File: src/hdl/sliding_window_median_filter_unit_macros.svh
// assertion macros for the sliding window median filter
// used by the rtl files that check their own control; needs a clk and rst in scope
`ifndef SLIDING_WINDOW_MEDIAN_FILTER_UNIT_MACROS_SVH
`define SLIDING_WINDOW_MEDIAN_FILTER_UNIT_MACROS_SVH

// antecedent implies consequent in the same cycle
`define SWMF_ASSERT_SAME(label, ante, cons) \
  label: assert property (@(posedge clk) disable iff (rst) (ante) |-> (cons)) \
    else $error("swmf check failed");

// antecedent implies consequent in the next cycle
`define SWMF_ASSERT_NEXT(label, ante, cons) \
  label: assert property (@(posedge clk) disable iff (rst) (ante) |=> (cons)) \
    else $error("swmf check failed");

`endif

File: src/hdl/swmf_pkg.sv
// shared constants and types for the sliding window median filter
// no dependencies
`default_nettype none

package swmf_pkg;

  localparam int WINDOW_DEPTH = 8;
  localparam int SAMPLE_W     = 8;
  localparam int PTR_W        = (WINDOW_DEPTH > 1) ? $clog2(WINDOW_DEPTH) : 1;
  localparam int CNT_W        = $clog2(WINDOW_DEPTH + 1);
  localparam int BIT_W        = (SAMPLE_W > 1) ? $clog2(SAMPLE_W) : 1;
  localparam int MEDIAN_RANK  = WINDOW_DEPTH / 2;

  typedef logic [SAMPLE_W-1:0] sample_t;

  typedef enum logic [1:0] {
    ST_IDLE,
    ST_SCAN,
    ST_DONE
  } state_t;

  // control from the sequencer to the window and selector
  typedef struct packed {
    logic load;   // new sample transfer: write window, restart selection
    logic step;   // one bit step of the selection
  } ctl_t;

endpackage

`default_nettype wire

File: src/hdl/swmf_window.sv
// sample window: circular store of bit-rotating shift registers
// depends on swmf_pkg
`default_nettype none

module swmf_window (
  input  wire logic                           clk,
  input  wire logic                           rst,
  input  wire swmf_pkg::ctl_t                 ctl,
  input  wire swmf_pkg::sample_t              sample,
  output logic [swmf_pkg::WINDOW_DEPTH-1:0]   msb_bits
);
  import swmf_pkg::*;

  sample_t          entries [WINDOW_DEPTH];
  logic [PTR_W-1:0] wr_ptr;

  always_ff @(posedge clk) begin
    if (rst) begin
      wr_ptr <= '0;
      for (int i = 0; i < WINDOW_DEPTH; i++) begin
        entries[i] <= '0;
      end
    end else if (ctl.load) begin
      entries[wr_ptr] <= sample;
      if (wr_ptr == PTR_W'(WINDOW_DEPTH - 1)) begin
        wr_ptr <= '0;
      end else begin
        wr_ptr <= wr_ptr + PTR_W'(1);
      end
    end else if (ctl.step) begin
      // rotate left; after SAMPLE_W steps every entry is back in place
      for (int i = 0; i < WINDOW_DEPTH; i++) begin
        entries[i] <= {entries[i][SAMPLE_W-2:0], entries[i][SAMPLE_W-1]};
      end
    end
  end

  always_comb begin
    for (int i = 0; i < WINDOW_DEPTH; i++) begin
      msb_bits[i] = entries[i][SAMPLE_W-1];
    end
  end

endmodule

`default_nettype wire

File: src/hdl/swmf_select.sv
// bit-serial rank selector: finds the median one result bit per step, msb first
// depends on swmf_pkg
`default_nettype none

module swmf_select (
  input  wire logic                           clk,
  input  wire logic                           rst,
  input  wire swmf_pkg::ctl_t                 ctl,
  input  wire logic [swmf_pkg::WINDOW_DEPTH-1:0] msb_bits,
  output swmf_pkg::sample_t                   result
);
  import swmf_pkg::*;

  logic [WINDOW_DEPTH-1:0] cand, cand_next;
  logic [CNT_W-1:0]        rank, rank_next;
  logic [CNT_W-1:0]        zero_cnt;
  logic                    res_bit;

  // candidates whose current bit is zero
  always_comb begin
    zero_cnt = '0;
    for (int i = 0; i < WINDOW_DEPTH; i++) begin
      zero_cnt = zero_cnt + CNT_W'(cand[i] & ~msb_bits[i]);
    end
    res_bit = (rank >= zero_cnt);
    if (res_bit) begin
      cand_next = cand & msb_bits;
      rank_next = rank - zero_cnt;
    end else begin
      cand_next = cand & ~msb_bits;
      rank_next = rank;
    end
  end

  always_ff @(posedge clk) begin
    if (rst) begin
      cand <= '1;
      rank <= CNT_W'(MEDIAN_RANK);
    end else if (ctl.load) begin
      cand <= '1;
      rank <= CNT_W'(MEDIAN_RANK);
    end else if (ctl.step) begin
      cand <= cand_next;
      rank <= rank_next;
    end
  end

  always_ff @(posedge clk) begin
    if (ctl.step) begin
      result <= {result[SAMPLE_W-2:0], res_bit};
    end
  end

endmodule

`default_nettype wire

File: src/hdl/sliding_window_median_filter_unit.sv
// sliding window median filter: each rssi sample enters an 8-entry circular
// window and the median of the window is returned, upper median for even depth.
// The input channel (in_valid, in_stall, rssi_sample) takes one sample per
// transfer; the output channel (out_valid, out_stall, median_value) gives
// exactly one median per sample, in order.
// On an input transfer the window is written at the transfer edge, then a
// bit-serial rank selection runs, one result bit per cycle, msb first, one
// step per sample bit; then the output register is loaded and out_valid rises.
// Each sample is finished before the next one is accepted.
// A new sample is taken as soon as the previous median sits in the output
// register, so a waiting result does not block the input.
// If the receiver stalls with a result still held, the finished median waits
// in the selector and in_stall stays high until the output register frees.
// Reset (rst, synchronous) clears the window to zeros, the write pointer and
// out_valid; unwritten entries take part in the median as zeros.
// depends on swmf_pkg, swmf_window, swmf_select and the macros header
`default_nettype none
`include "sliding_window_median_filter_unit_macros.svh"

module sliding_window_median_filter_unit (
  input  wire logic                 clk,
  input  wire logic                 rst,
  input  wire logic                 in_valid,
  output logic                      in_stall,
  input  wire swmf_pkg::sample_t    rssi_sample,
  output logic                      out_valid,
  input  wire logic                 out_stall,
  output swmf_pkg::sample_t         median_value
);
  import swmf_pkg::*;

  state_t                  state, state_next;
  ctl_t                    ctl;
  logic [BIT_W-1:0]        bit_idx;
  logic [WINDOW_DEPTH-1:0] msb_bits;
  sample_t                 result;
  logic                    out_load;
  logic                    in_xfer;

  assign in_xfer = in_valid & ~in_stall;

  swmf_window u_window (
    .clk      (clk),
    .rst      (rst),
    .ctl      (ctl),
    .sample   (rssi_sample),
    .msb_bits (msb_bits)
  );

  swmf_select u_select (
    .clk      (clk),
    .rst      (rst),
    .ctl      (ctl),
    .msb_bits (msb_bits),
    .result   (result)
  );

  always_ff @(posedge clk) begin
    if (rst) begin
      state <= ST_IDLE;
    end else begin
      state <= state_next;
    end
  end

  always_comb begin
    state_next = state;
    ctl        = '0;
    in_stall   = 1'b1;
    out_load   = 1'b0;
    unique case (state)
      ST_IDLE: begin
        in_stall = 1'b0;
        if (in_valid) begin
          ctl.load   = 1'b1;
          state_next = ST_SCAN;
        end
      end
      ST_SCAN: begin
        ctl.step = 1'b1;
        if (bit_idx == BIT_W'(SAMPLE_W - 1)) begin
          state_next = ST_DONE;
        end
      end
      ST_DONE: begin
        out_load = ~out_valid | ~out_stall;
        if (out_load) begin
          state_next = ST_IDLE;
        end
      end
      default: begin
        state_next = ST_IDLE;
      end
    endcase
  end

  always_ff @(posedge clk) begin
    if (rst) begin
      bit_idx <= '0;
    end else if (ctl.load) begin
      bit_idx <= '0;
    end else if (ctl.step) begin
      bit_idx <= bit_idx + BIT_W'(1);
    end
  end

  always_ff @(posedge clk) begin
    if (rst) begin
      out_valid <= 1'b0;
    end else if (out_load) begin
      out_valid <= 1'b1;
    end else if (~out_stall) begin
      out_valid <= 1'b0;
    end
  end

  always_ff @(posedge clk) begin
    if (out_load) begin
      median_value <= result;
    end
  end

  `SWMF_ASSERT_NEXT(a_xfer_starts_scan, in_xfer, state == ST_SCAN && bit_idx == '0)
  `SWMF_ASSERT_NEXT(a_scan_ends_done, state == ST_SCAN && bit_idx == BIT_W'(SAMPLE_W - 1),
                    state == ST_DONE)
  `SWMF_ASSERT_SAME(a_out_from_done, $rose(out_valid), $past(state) == ST_DONE)
  `SWMF_ASSERT_SAME(a_stall_while_busy, state != ST_IDLE, in_stall)

endmodule

`default_nettype wire
File: config.mk
export PLATFORM = sky130hd
export DESIGN_NAME = sliding_window_median_filter_unit
export DESIGN_NICKNAME = d
export VERILOG_FILES = /design/src/hdl/swmf_pkg.sv /design/src/hdl/swmf_window.sv /design/src/hdl/swmf_select.sv /design/src/hdl/sliding_window_median_filter_unit.sv
export VERILOG_INCLUDE_DIRS = /design/src /design/src/hdl
export SDC_FILE = /design/constraint.sdc
export NUM_CORES = 1
export LEC_CHECK = 0
export BUFFER_PORTS_ARGS = -buffer_cell sky130_fd_sc_hd__buf_2
export CAP_MARGIN = 20
export CORE_ASPECT_RATIO = 0.8
export CORE_MARGIN = 10
export CORE_UTILIZATION = 60
export CTS_BUF_LIST = sky130_fd_sc_hd__clkbuf_16
export CTS_CLUSTER_DIAMETER = 150
export CTS_CLUSTER_SIZE = 30
export DETAILED_ROUTE_END_ITERATION = 10
export GPL_TIMING_DRIVEN = 1
export PLACE_DENSITY = 0.79
export SYNTH_ARGS = -nofsm -noshare
export SYNTH_HDL_FRONTEND = slang
export SYNTH_SLANG_ARGS = --single-unit
File: constraint.sdc
create_clock -name clk -period 7.8 [get_ports clk]
set_input_delay 2.34 -clock clk [delete_from_list [all_inputs] [get_ports clk]]
set_output_delay 2.34 -clock clk [all_outputs]
set_load 0.01 [all_outputs]
---- After elaboration in Yosys (flattened, before gate mapping) ----
Memory sizes are Yosys's and may differ from the RTL's.
Cells that the tools add are included.
word-level totals
  register bits ........................... 37
  RAM bits ................................ 64
  memories kept ........................... 1
cells by class
  $add $sub $neg .......................... 10
  $lt $le $gt $ge ......................... 1
  eq/ne operators ......................... 8
  mux-type cells .......................... 33
  bitwise gates (word level) .............. 30
  reduce and logical (&&, ||, !) cells .... 5
memory list
  name              depth  width  rd ports  clocked after memory_dff  write ports  line               source
  u_window.entries  8      8      8         0                         8            swmf_window.sv:14  sample_t entries [WINDOW_DEPTH];
operators with widths
  operator                                                          number
  8-bit two-way mux                                                 10
  1-bit by 4-bit bitwise AND with 4-bit output                      8
  1-bit inverter with 4-bit output                                  8
  4-bit adder                                                       7
  1-bit two-way mux                                                 17
  8-bit bitwise AND                                                 2
  1-bit bitwise OR                                                  9
  8-bit inverter                                                    1
  8-bit OR reduction                                                1
  3-bit by 1-bit adder with 3-bit output (second input constant)    2
  3-bit == test (second input constant)                             2
  2-bit two-way mux                                                 3
  3-bit two-way mux                                                 2
  2-bit != test (second input constant)                             3
  2-bit case mux with 3 select lines                                1
  4-bit greater-or-equal comparator                                 1
  4-bit subtractor                                                  1
  3-bit AND reduction                                               1
  2-bit by 1-bit == test with 1-bit output (second input constant)  1
  2-bit == test (second input constant)                             1
  2-bit zero test                                                   1
  2-bit by 1-bit != test with 1-bit output (second input constant)  1
  1-bit inverter                                                    2
  2-bit AND reduction                                               1
  2-bit OR reduction                                                1

---- Logic depth before layout (Yosys ltp) ----
Gate-level depths: netlist of the first run.
  depth in word-level cells ............... 11
  depth in mapped cells ................... 17
  depth with buffers taken out ............ 16

---- Cells and area by module ----
From an unflattened synthesis of the first run, not the netlist that was laid out.
second synthesis, totals
  cell total of the unflattened synthesis .. 379
  area, all modules ....................... 5,129.9 um^2
modules (own cells, without submodules)
  module                             instances  cells each  area each (um^2)
  swmf_window                        1          216         3,278.1
  swmf_select                        1          127         1,346.3
  sliding_window_median_filter_unit  1          36          505.5

---- Worst setup path before layout of the first run ----
Ideal clock, no wire load.
  kind .................................... flip-flop to flip-flop
  from .................................... register u_select.cand[0]
  to ...................................... register u_select.cand[0]
  library setup time ...................... 0.078 ns
  data arrival time ....................... 4.180 ns
  required time ........................... 7.722 ns
  slack ................................... 3.542 ns
  stages on the path, launching flop included .. 17
  buffers on the path ..................... 2
  clock period less this slack ............ 4.258 ns
  cells stage by stage .................... dfxtp_1 > nor2b_1 > fa_1 > inv_1 > fa_1 > fa_1 > inv_1 > ha_1 > inv_1 > fa_1 > fa_1 > a21oi_1 > o21a_1 > clkbuf_1 > clkbuf_1 > nor4_1 > nor3_1
between the ends
  cells in the longest elaborated chain, start to end .. 10
RTL lines
  element                                       line               source
  start: declaration                            swmf_select.sv:14  logic [WINDOW_DEPTH-1:0] cand, cand_next;
  start signal: assignment                      swmf_select.sv:43  cand <= cand_next;
  1-bit by 4-bit bitwise AND with 4-bit output  swmf_select.sv:23  zero_cnt = zero_cnt + CNT_W'(cand[i] & ~msb_bits[i]);
  4-bit adder (7 in series)                     swmf_select.sv:23
  4-bit greater-or-equal comparator             swmf_select.sv:25  res_bit = (rank >= zero_cnt);
  8-bit two-way mux *                           swmf_select.sv:26  if (res_bit) begin
Every way passes the cells marked *; elsewhere a longest branch is shown, timed or not.
A chain may end at the register's enable or synchronous reset.

==> impl_metrics.toml, run 1 <==
[final_layout]
drive_gt1_frac = 0.1901
area_growth_pct = 10.60
antenna_cells = 0
nets = 386

[logic_synthesis]
synth_edf_count = 80
synth_cell_types = 43
synth.top_cell.area_share = 0.5232
seq_area_frac_synth = 0.6147
synth_ff_type = "edfxtp_1"
yosysTopAreaCell = "edfxtp_1"
synthTopCellsByCount = "edfxtp_1 (80), a22o_1 (48), dfxtp_1 (21)"
ys_ff_latch = 101
yosysWarnings = 0
post-synth-top-count-cell = "edfxtp_1"
synth_cells = 345
syn_area_mm2 = 0.004592
syn_nets = 373
async_flop_share = 0
avgSynthCellArea_um2 = 13.31
ys_top_cells_by_area = "edfxtp_1 (52%), dfxtp_1 (9.2%), a22o_1 (9.2%)"

[sta]
fin_worst_skew_ns = 0.007218
hold_viol = 0
rsz0062_at_grt = "no"
setup-tns-final_ns = 0
finalCritPeriodShare = 0.6077
fin_crit_ns = 4.740
fmax_ghz = 0.2110
setup_viol = 0
slew_violations = 0
slew_headroom = 0.3951
tightest_slew_ns = 0.9074

[placed_design]
port_buffers = 21
gp_congestion = 0.7736
place_hpwl_um = 5670

[die]
dieArea_mm2 = 0.01157
start_util = 0.6183
ios = 22
dieWidth_um = 117.8
num_rows = 28
core_area_mm2 = 0.007427
chipHeight_um = 98.25

[clock_network]
cts-resized-gates = 0
clk_path_buf_depth = 2
cts_htree_levels = 3
clock_tree.root_cell = "clkbuf_16"
cts_sinks = 101
cts_tree = "done"
post_cts.repair.setup_buffers = 0
cts_made_buffers = 9
cts_hold_buf = 0
cts.clk_slew.worst_paths_ns = 0.07
clk_latency_ns = 0.34

[power_and_ir_drop]
powerDensity_mw_per_mm2 = 387.3
finalPower_mw = 1.967
vdd_drop_max_v = 0.0005519
p_leak_nw = 1.952

[detailed_routing]
routedWlPerCell_um = 18.63
drt_iter0_markers = 257
via_per_inst = 5.994
dr.pass1.iters = 5
drc = 0
vias = 2805
final_antenna_net_count = 0
finalWirelength_um = 8718

[run]
drv_cap = 0

[critical_path]
critPathRequiredTime_ns = 7.99
crit_path_end_kind = "flip-flop"
cpPeakStageDelay_ns = 0.55
criticalPathCategory = "flip-flop to flip-flop"
arrival_ns = 4.93
path_max_fanout = 20
cp_cell_sequence = "nor2b_1 > fa_1 > inv_1 > fa_1 > fa_1 > inv_1 > ha_1 > inv_1 > fa_1 > fa_1 > a21oi_1 > o21a_1 > inv_1 > a21oi_1 > a311oi_1"
startpoint_type = "flip-flop"
crit_top_cell = "fa_1"
crit_slowest_cell = "fa_1"

[worst_hold_path]
hold_path.class = "flip-flop to flip-flop"

[status]
status = "complete, no violations"

[global_route]
grt_usage = 0.1512
grt_max_degree = 55
first_global_vias = 2723
grt_pass1_wl_um = 14160
grt_overflow_total = 0
antenna_found_initial = 0
==> cells by family after synthesis <==
family,count (synthesis),synth area share
AOI/OAI and AO/OA,78,0.1330
xor gates and xnor gates,4,0.007631
adders and majority gates,16,0.05177
buffers and inverters,35,0.03052
DFF,101,0.6147
muxes,16,0.03924
and+or+nand+nor,95,0.1232
==> per-stage QoR <==
stage	worst slack, ns	area [um^2]	utilization	hold slack, ns	cells
2_1_floorplan	3.542	4592	-	0.4003	345
3_3_place_gp	3.091	4733	0.6373	0.4021	446
3_5_place_dp	3.018	4733	0.6373	0.4164	446
4_1_cts	3.066	5031	0.6774	0.4323	462
5_1_grt	2.737	5079	0.6838	0.4557	468
6_report	3.060	5079	0.6838	0.4350	468
==> worst max-delay path: cells and delay by family (launching register included) <==
kind	cells	cell delay (ns)
DFF	1	0.46
and+or+nand+nor	1	0.19
buffers and inverters	4	0.45
AOI/OAI and AO/OA	4	0.92
adders and majority gates	6	2.57
==> report_power, final <==
part / switching (mW) / internal, mW / total, mW
Sequential: 0.0298 / 0.658 / 0.688
Clock: 0.196 / 0.250 / 0.447
Combinational: 0.514 / 0.318 / 0.832
Total: 0.741 / 1.23 / 1.97
==> final timing paths <==
path                                     from                             to  slack (ns)  cells after the start
max          u_window.entries[1][7]$_DFFE_PP_  u_select.rank[0]$_SDFFE_PP0P_        3.06                     15
min reg2reg      u_select.result[7]$_DFFE_PP_      median_value[7]$_DFFE_PP_        0.43                      0
max reg2reg  u_window.entries[1][7]$_DFFE_PP_  u_select.rank[0]$_SDFFE_PP0P_        3.06                     15
min              u_select.result[7]$_DFFE_PP_      median_value[7]$_DFFE_PP_        0.43                      0
==> registers in the layout, summed over array words and instances, names as in the netlist <==
name,flops
u_window.wr_ptr,3
u_window.entries,64
bit_idx,3
u_select.rank,4
state,2
median_value,8
u_select.result,8
u_select.cand,8
out_valid,1
==> layout make-up <==
class                      count  area [um^2]
sequential                   101         2823
fill                         559         2349
multi-input combinational    209         1637
clock buffer                   9        225.2
timing repair buffer          27        152.6
tap                          105        131.4
clock inverter                 7        72.57
inverter                      10        37.54
==> cell usage in the layout (no fill, tap or decap), drive strengths merged, types with 2 or more instances in the layout <==
master and instances:
edfxtp 80, a22o 48, buf 26, dfxtp 21, nor2b 20, nor2 18, mux2 16, nand2 13
inv 13, a21oi 12, nand2b 11, ha 11, clkbuf 10, nor3 9, o21ai 8, nor4 6
and3 6, fa 5, nand3 3, xnor2 3, nand3b 2, or2 2, or4 2, o221a 2
clkinvlp 2
==> per-layer routing <==
metal,GRT usage,wire length [um],part of all wire,vias up
met3,0.04545,607,0.070,4
met2,0.2275,4139,0.47,92
li1,-,-,-,1328
met4,0.03985,59,0.0068,0
met5,0,0,0,-
met1,0.2083,3910,0.45,1381
(Power assumes the default switching activity.)
==> run 2, diff against run 1 <==
--- a/config.mk
+++ b/config.mk
@@ -10,13 +10,13 @@
 export CAP_MARGIN = 20
 export CORE_ASPECT_RATIO = 0.8
 export CORE_MARGIN = 10
-export CORE_UTILIZATION = 60
+export CORE_UTILIZATION = 55
 export CTS_BUF_LIST = sky130_fd_sc_hd__clkbuf_16
 export CTS_CLUSTER_DIAMETER = 150
 export CTS_CLUSTER_SIZE = 30
 export DETAILED_ROUTE_END_ITERATION = 10
 export GPL_TIMING_DRIVEN = 1
-export PLACE_DENSITY = 0.79
+export PLACE_DENSITY = 0.76
 export SYNTH_ARGS = -nofsm -noshare
 export SYNTH_HDL_FRONTEND = slang
 export SYNTH_SLANG_ARGS = --single-unit
==> constraint.sdc (replaced) <==
create_clock -name clk -period 4.1 [get_ports clk]
set_input_delay 1.23 -clock clk [delete_from_list [all_inputs] [get_ports clk]]
set_output_delay 1.23 -clock clk [all_outputs]
set_load 0.01 [all_outputs]
==> run 2 against run 1 <==
  * First-iteration DRC count up 19%
  * Clock power up 75%
  * Maximum frequency up 16%
  * Sequential power up 90%
  * Clock-buffer cell count up 1
  * Clock skew up 0.00055 ns
  * Core utilization down 3.8 points
  * Final area up 2.0%
  * Via count about the same
  * Register-to-register slack worse by 3.1 ns
  * Critical path depth unchanged
  * Flip-flop and latch count unchanged
  * Critical path type unchanged
==> impl_metrics.toml, run 2 (synthesized netlist as in run 1, its figures left out) <==
[critical_path]
crit_slowest_cell = "fa_1"
cpPeakStageDelay_ns = 0.47
crit_top_cell = "fa_1"
startpoint_type = "flip-flop"
arrival_ns = 4.32
path_max_fanout = 6
cp_cell_sequence = "nor2b_2 > fa_1 > inv_2 > fa_1 > fa_1 > inv_1 > ha_2 > inv_2 > fa_2 > xor2_1 > ha_1 > nand2_1 > o21a_4 > or4_1 > o221a_2"
worst-path-buf-inv = 3
crit_family = "adder cells"
criticalPathCategory = "flip-flop to flip-flop"
critPathRequiredTime_ns = 4.32
crit_path_end_kind = "flip-flop"

[final_layout]
largest_register_ffs = 64
fin_area_mm2 = 0.005179
final_cell_mix = "edfxtp_1 (80), a22o_1 (48), buf_2 (22), dfxtp_1 (21), nor2b_1 (17)"
final_common_cell = "edfxtp_1"
fin_util = 0.6458
nets = 395
drive_gt1_frac = 0.2392
area_growth_pct = 12.78
fill_cells = 581
regMostFlops = "u_window.entries"
final_cells = 480
antenna_cells = 0

[sta]
fin_crit_ns = 4.093
slew_headroom = 0.4316
rsz0062_at_grt = "yes"
fin_worst_skew_ns = 0.007765
tightest_slew_ns = 0.8526
slew_violations = 0
finalCritPeriodShare = 0.9982
setup_viol = 0
fmax_ghz = 0.2443
hold_viol = 0
fin_ws_ns = 0.007328

[detailed_routing]
routedWlPerCell_um = 18.77
drt_iter0_markers = 305
via_per_inst = 5.840
drc = 0
vias = 2803
dr.pass1.iters = 4
final_antenna_net_count = 0
finalWirelength_um = 9008

[global_route]
antenna_found_initial = 0
grt_pass1_wl_um = 14550
grt_max_degree = 29
first_global_vias = 2779
grt_overflow_total = 0
grt_usage = 0.1495

[die]
num_rows = 29
dieWidth_um = 122.2
core_area_mm2 = 0.008019
chipHeight_um = 101.7
start_util = 0.5726
ios = 22
dieArea_mm2 = 0.01243

[clock_network]
cts_made_buffers = 9
cts_htree_levels = 3
clk_latency_ns = 0.34
cts_hold_buf = 0
clk_path_buf_depth = 2
cts.clk_slew.worst_paths_ns = 0.07
cts_sinks = 101
cts_tree = "done"
post_cts.repair.setup_buffers = 0
clock_tree.root_cell = "clkbuf_16"

[power_and_ir_drop]
vdd_drop_max_v = 0.0006972
finalPower_mw = 4.406
p_leak_nw = 2.016
powerDensity_mw_per_mm2 = 850.8

[placed_design]
post_dp_cell_area_mm2 = 0.004827
place_hpwl_um = 5916
post-place-ws_ns = -0.1728
port_buffers = 21
gp_congestion = 0.8361
dp_cells = 461

[status]
status = "complete, no violations"

[run]
drv_cap = 0

[worst_hold_path]
hold_path.class = "flip-flop to flip-flop"
run 2: cell count changes in the layout (fill, tap and decap cells not counted), moves of 2 or more:
cell / previous run / this run
inv_1: 10 / 12
fa_2: 0 / 2
o21ai_1: 0 / 2
inv_2: 0 / 3
buf_2: 25 / 22
inv_6: 3 / 0
fa_1: 5 / 3
buf_4: 0 / 12
nor2b_1: 20 / 17
ha_1: 11 / 9
o21ai_0: 8 / 5
nor2b_2: 0 / 3
run 2: final cells by class:
type                            instances  area (um^2)  area share
Clock buffer                           10        250.2     0.04832
Clock inverter                          6        23.77    0.004590
Sequential cell                       101         2823      0.5451
Tap cell                              108        135.1     0.02609
Multi-Input combinational cell        209         1690      0.3264
Timing Repair Buffer                   36        219.0     0.04228
Inverter                               10        37.54    0.007248
run 2: layer usage:
layer | track usage | up-vias | wire length, um
li1 | - | 1344 | -
met1 | 0.2125 | 1366 | 4109
met2 | 0.2207 | 89 | 4152
met3 | 0.04836 | 4 | 695
met4 | 0.02712 | 0 | 51
met5 | 0 | - | 0
run 2: worst paths after layout:
| path | startpoint | endpoint | slack [ns] | depth (start not counted) |
|---|---|---|---|---|
| worst max-delay path | u_window.entries[3][7]$_DFFE_PP_ | u_select.cand[6]$_SDFFE_PP1P_ | 0.007 | 15 |
| worst min-delay path | u_select.result[7]$_DFFE_PP_ | median_value[7]$_DFFE_PP_ | 0.42 | 0 |
| worst max register to register | u_window.entries[3][7]$_DFFE_PP_ | u_select.cand[6]$_SDFFE_PP1P_ | 0.007 | 15 |
| worst min register to register | u_select.result[7]$_DFFE_PP_ | median_value[7]$_DFFE_PP_ | 0.42 | 0 |
run 2: stage by stage:
step / setup TNS (ns) / hold WS [ns]
finish: 0 / 0.4218
global placement: -0.07820 / 0.4001
detailed placement: -1.347 / 0.4062
floorplan: 0 / 0.4003
global route: -1.154 / 0.4283
CTS: 0 / 0.4206
run 2: where the power goes:
group	switching, mW	internal [mW]
Combinational	1.24	1.07
Sequential	0.0584	1.25
Clock	0.344	0.437
run 2: timing repair:
item	in CTS	in global routing
pin swaps	9	1
gates resized for setup	13	9
setup endpoints to repair	13	12
gates cloned	1	0
==> run 3, diff against run 2 <==
--- a/config.mk
+++ b/config.mk
@@ -9,7 +9,7 @@
 export BUFFER_PORTS_ARGS = -buffer_cell sky130_fd_sc_hd__buf_2
 export CAP_MARGIN = 20
 export CORE_ASPECT_RATIO = 0.8
-export CORE_MARGIN = 10
+export CORE_MARGIN = 4
 export CORE_UTILIZATION = 55
 export CTS_BUF_LIST = sky130_fd_sc_hd__clkbuf_16
 export CTS_CLUSTER_DIAMETER = 150
==> run 3 against run 2 <==
  * The run now ends with setup timing left
  * Worst hold slack better by 0.0080 ns
  * First-iteration DRC count decreased by 39%
  * Sequential share of layout area down 0.57 points
  * Maximum frequency decreased by 1.0%
  * Sequential power barely moved
  * Final cell count is 1.3% higher
  * Clock skew up 0.00088 ns
  * Total power up 4.9%
  * Clock-buffer cell count down 1
  * Register-to-register slack worse by 0.04 ns
  * Clock power increased by 5.0%
  * Critical endpoint unchanged
  * Largest cell class unchanged
  * Highest routed layer unchanged
==> impl_metrics.toml, run 3 (synthesized netlist as in run 1, its figures left out) <==
[status]
status = "finished with violations"
violations = "setup timing"

[final_layout]
largest_register_ffs = 64
fin_area_mm2 = 0.005234
final_cell_mix = "edfxtp_1 (80), a22o_1 (48), buf_2 (22), dfxtp_1 (21)"
final_common_cell = "edfxtp_1"
fill_cells = 562
area_growth_pct = 13.98
antenna_cells = 0
regMostFlops = "u_window.entries"
nets = 401
final_cells = 486
drive_gt1_frac = 0.2566

[sta]
rsz0062_at_grt = "yes"
slew_headroom = 0.4151
tightest_slew_ns = 0.8774
fin_worst_skew_ns = 0.008649
setup_viol = 1
finalCritPeriodShare = 1.009
fin_crit_ns = 4.135
fin_ws_ns = -0.03492
fmax_ghz = 0.2418
slew_violations = 0
hold_viol = 0

[detailed_routing]
final_antenna_net_count = 0
via_per_inst = 5.901
routedWlPerCell_um = 18.56
finalWirelength_um = 9019
dr.pass1.iters = 4
vias = 2868
drc = 0
drt_iter0_markers = 186

[global_route]
grt_overflow_total = 0
grt_pass1_wl_um = 14670
first_global_vias = 2829
grt_usage = 0.1931
grt_max_degree = 39
antenna_found_initial = 0

[critical_path]
path_max_fanout = 4
worst-path-buf-inv = 3
critPathRequiredTime_ns = 4.33
startpoint_type = "flip-flop"
cp_cell_sequence = "nor2b_2 > fa_1 > inv_2 > fa_1 > fa_1 > inv_1 > ha_2 > inv_2 > fa_2 > fa_2 > a21oi_2 > o21a_2 > or4_1 > o221a_2"
crit_family = "adder cells"
cpPeakStageDelay_ns = 0.59
crit_slowest_cell = "fa_2"
crit_top_cell = "fa_1"
criticalPathCategory = "flip-flop to flip-flop"
crit_path_end_kind = "flip-flop"
arrival_ns = 4.37

[die]
core_area_mm2 = 0.008019
dieArea_mm2 = 0.009884
start_util = 0.5726
ios = 22
chipHeight_um = 89.73
num_rows = 29
dieWidth_um = 110.2

[power_and_ir_drop]
power.switching_mw = 1.690
vdd_drop_max_v = 0.0009520
finalPower_mw = 4.620
p_int_mw = 2.930
switching_share = 0.3659
power_frac_comb = 0.539
powerDensity_mw_per_mm2 = 882.8
p_leak_nw = 2.042
p_seq_frac = 0.283
clkPwrFrac = 0.177

[placed_design]
port_buffers = 21
gp_congestion = 0.8107
dp_cells = 463
post_dp_cell_area_mm2 = 0.004842
place_hpwl_um = 5860

[clock_network]
cts_hold_buf = 0
cts_sinks = 101
cts_tree = "done"
clock_tree.root_cell = "clkbuf_16"
cts_htree_levels = 3
cts.clk_slew.worst_paths_ns = 0.06
clk_path_buf_depth = 2
cts_made_buffers = 9
clk_latency_ns = 0.34

[run]
drv_cap = 0

[worst_hold_path]
hold_path.class = "flip-flop to flip-flop"
-- run 3: worst reg2reg max path, stage by stage (launching register included) --
cell and delay [ns]:
edfxtp_1 0.39, nor2b_2 0.07, fa_1 0.56, inv_2 0.04, fa_1 0.51, fa_1 0.40
inv_1 0.07, ha_2 0.19, inv_2 0.05, fa_2 0.59, fa_2 0.24, a21oi_2 0.03
o21a_2 0.22, or4_1 0.53, o221a_2 0.14
-- run 3: worst paths after layout --
path,slack (ns),end,from,cells after the start
setup / recovery,-0.03,u_select.cand[6]$_SDFFE_PP1P_,u_window.entries[0][7]$_DFFE_PP_,14
hold / removal,0.43,median_value[7]$_DFFE_PP_,u_select.result[7]$_DFFE_PP_,0
setup reg to reg,-0.03,u_select.cand[6]$_SDFFE_PP1P_,u_window.entries[0][7]$_DFFE_PP_,14
hold reg to reg,0.43,median_value[7]$_DFFE_PP_,u_select.result[7]$_DFFE_PP_,0
-- run 3: layout make-up --
| cell class | count | area [um^2] | share of cell area |
|---|---|---|---|
| sequential | 101 | 2823 | 0.5393 |
| multi-input combinational | 209 | 1684 | 0.3218 |
| timing repair buffer | 42 | 267.8 | 0.05116 |
| clock buffer | 9 | 225.2 | 0.04303 |
| tap | 108 | 135.1 | 0.02582 |
| clock inverter | 7 | 58.81 | 0.01124 |
| inverter | 10 | 40.04 | 0.007650 |
-- run 3: routing by layer --
metal | share of wire | global-route usage | wire [um]
met5 | 0 | 0 | 0
met4 | 0.0093 | 0.06564 | 84
met2 | 0.47 | 0.2646 | 4220
met1 | 0.45 | 0.2995 | 4064
met3 | 0.072 | 0.04728 | 649
-- run 3: through the flow --
stage	utilization	TNS [ns]	setup slack [ns]	hold slack [ns]
floorplan	-	0	0.01600	0.4003
global placement	0.6038	-0.04772	-0.008910	0.4010
detailed placement	0.6038	-1.182	-0.1444	0.4207
CTS	0.6461	0	0.007547	0.4357
global route	0.6527	-0.8997	-0.1541	0.4433
finish	0.6527	-0.03492	-0.03492	0.4298
-- run 3: repair_timing --
action	in CTS	in global routing
resized for setup	12	10
pin swaps	12	17
buffers inserted	3	4
endpoints found under the setup margin	13	12
-- run 3: power by group through the flow --
stage | registers (mW) | clock network, mW | logic (mW)
floorplan | 1.31 | 0 | 1.33
global placement | 1.32 | 0 | 1.75
detailed placement | 1.33 | 0 | 1.83
CTS | 1.31 | 0.832 | 2.09
global route | 1.32 | 0.876 | 2.75
finish | 1.31 | 0.820 | 2.49
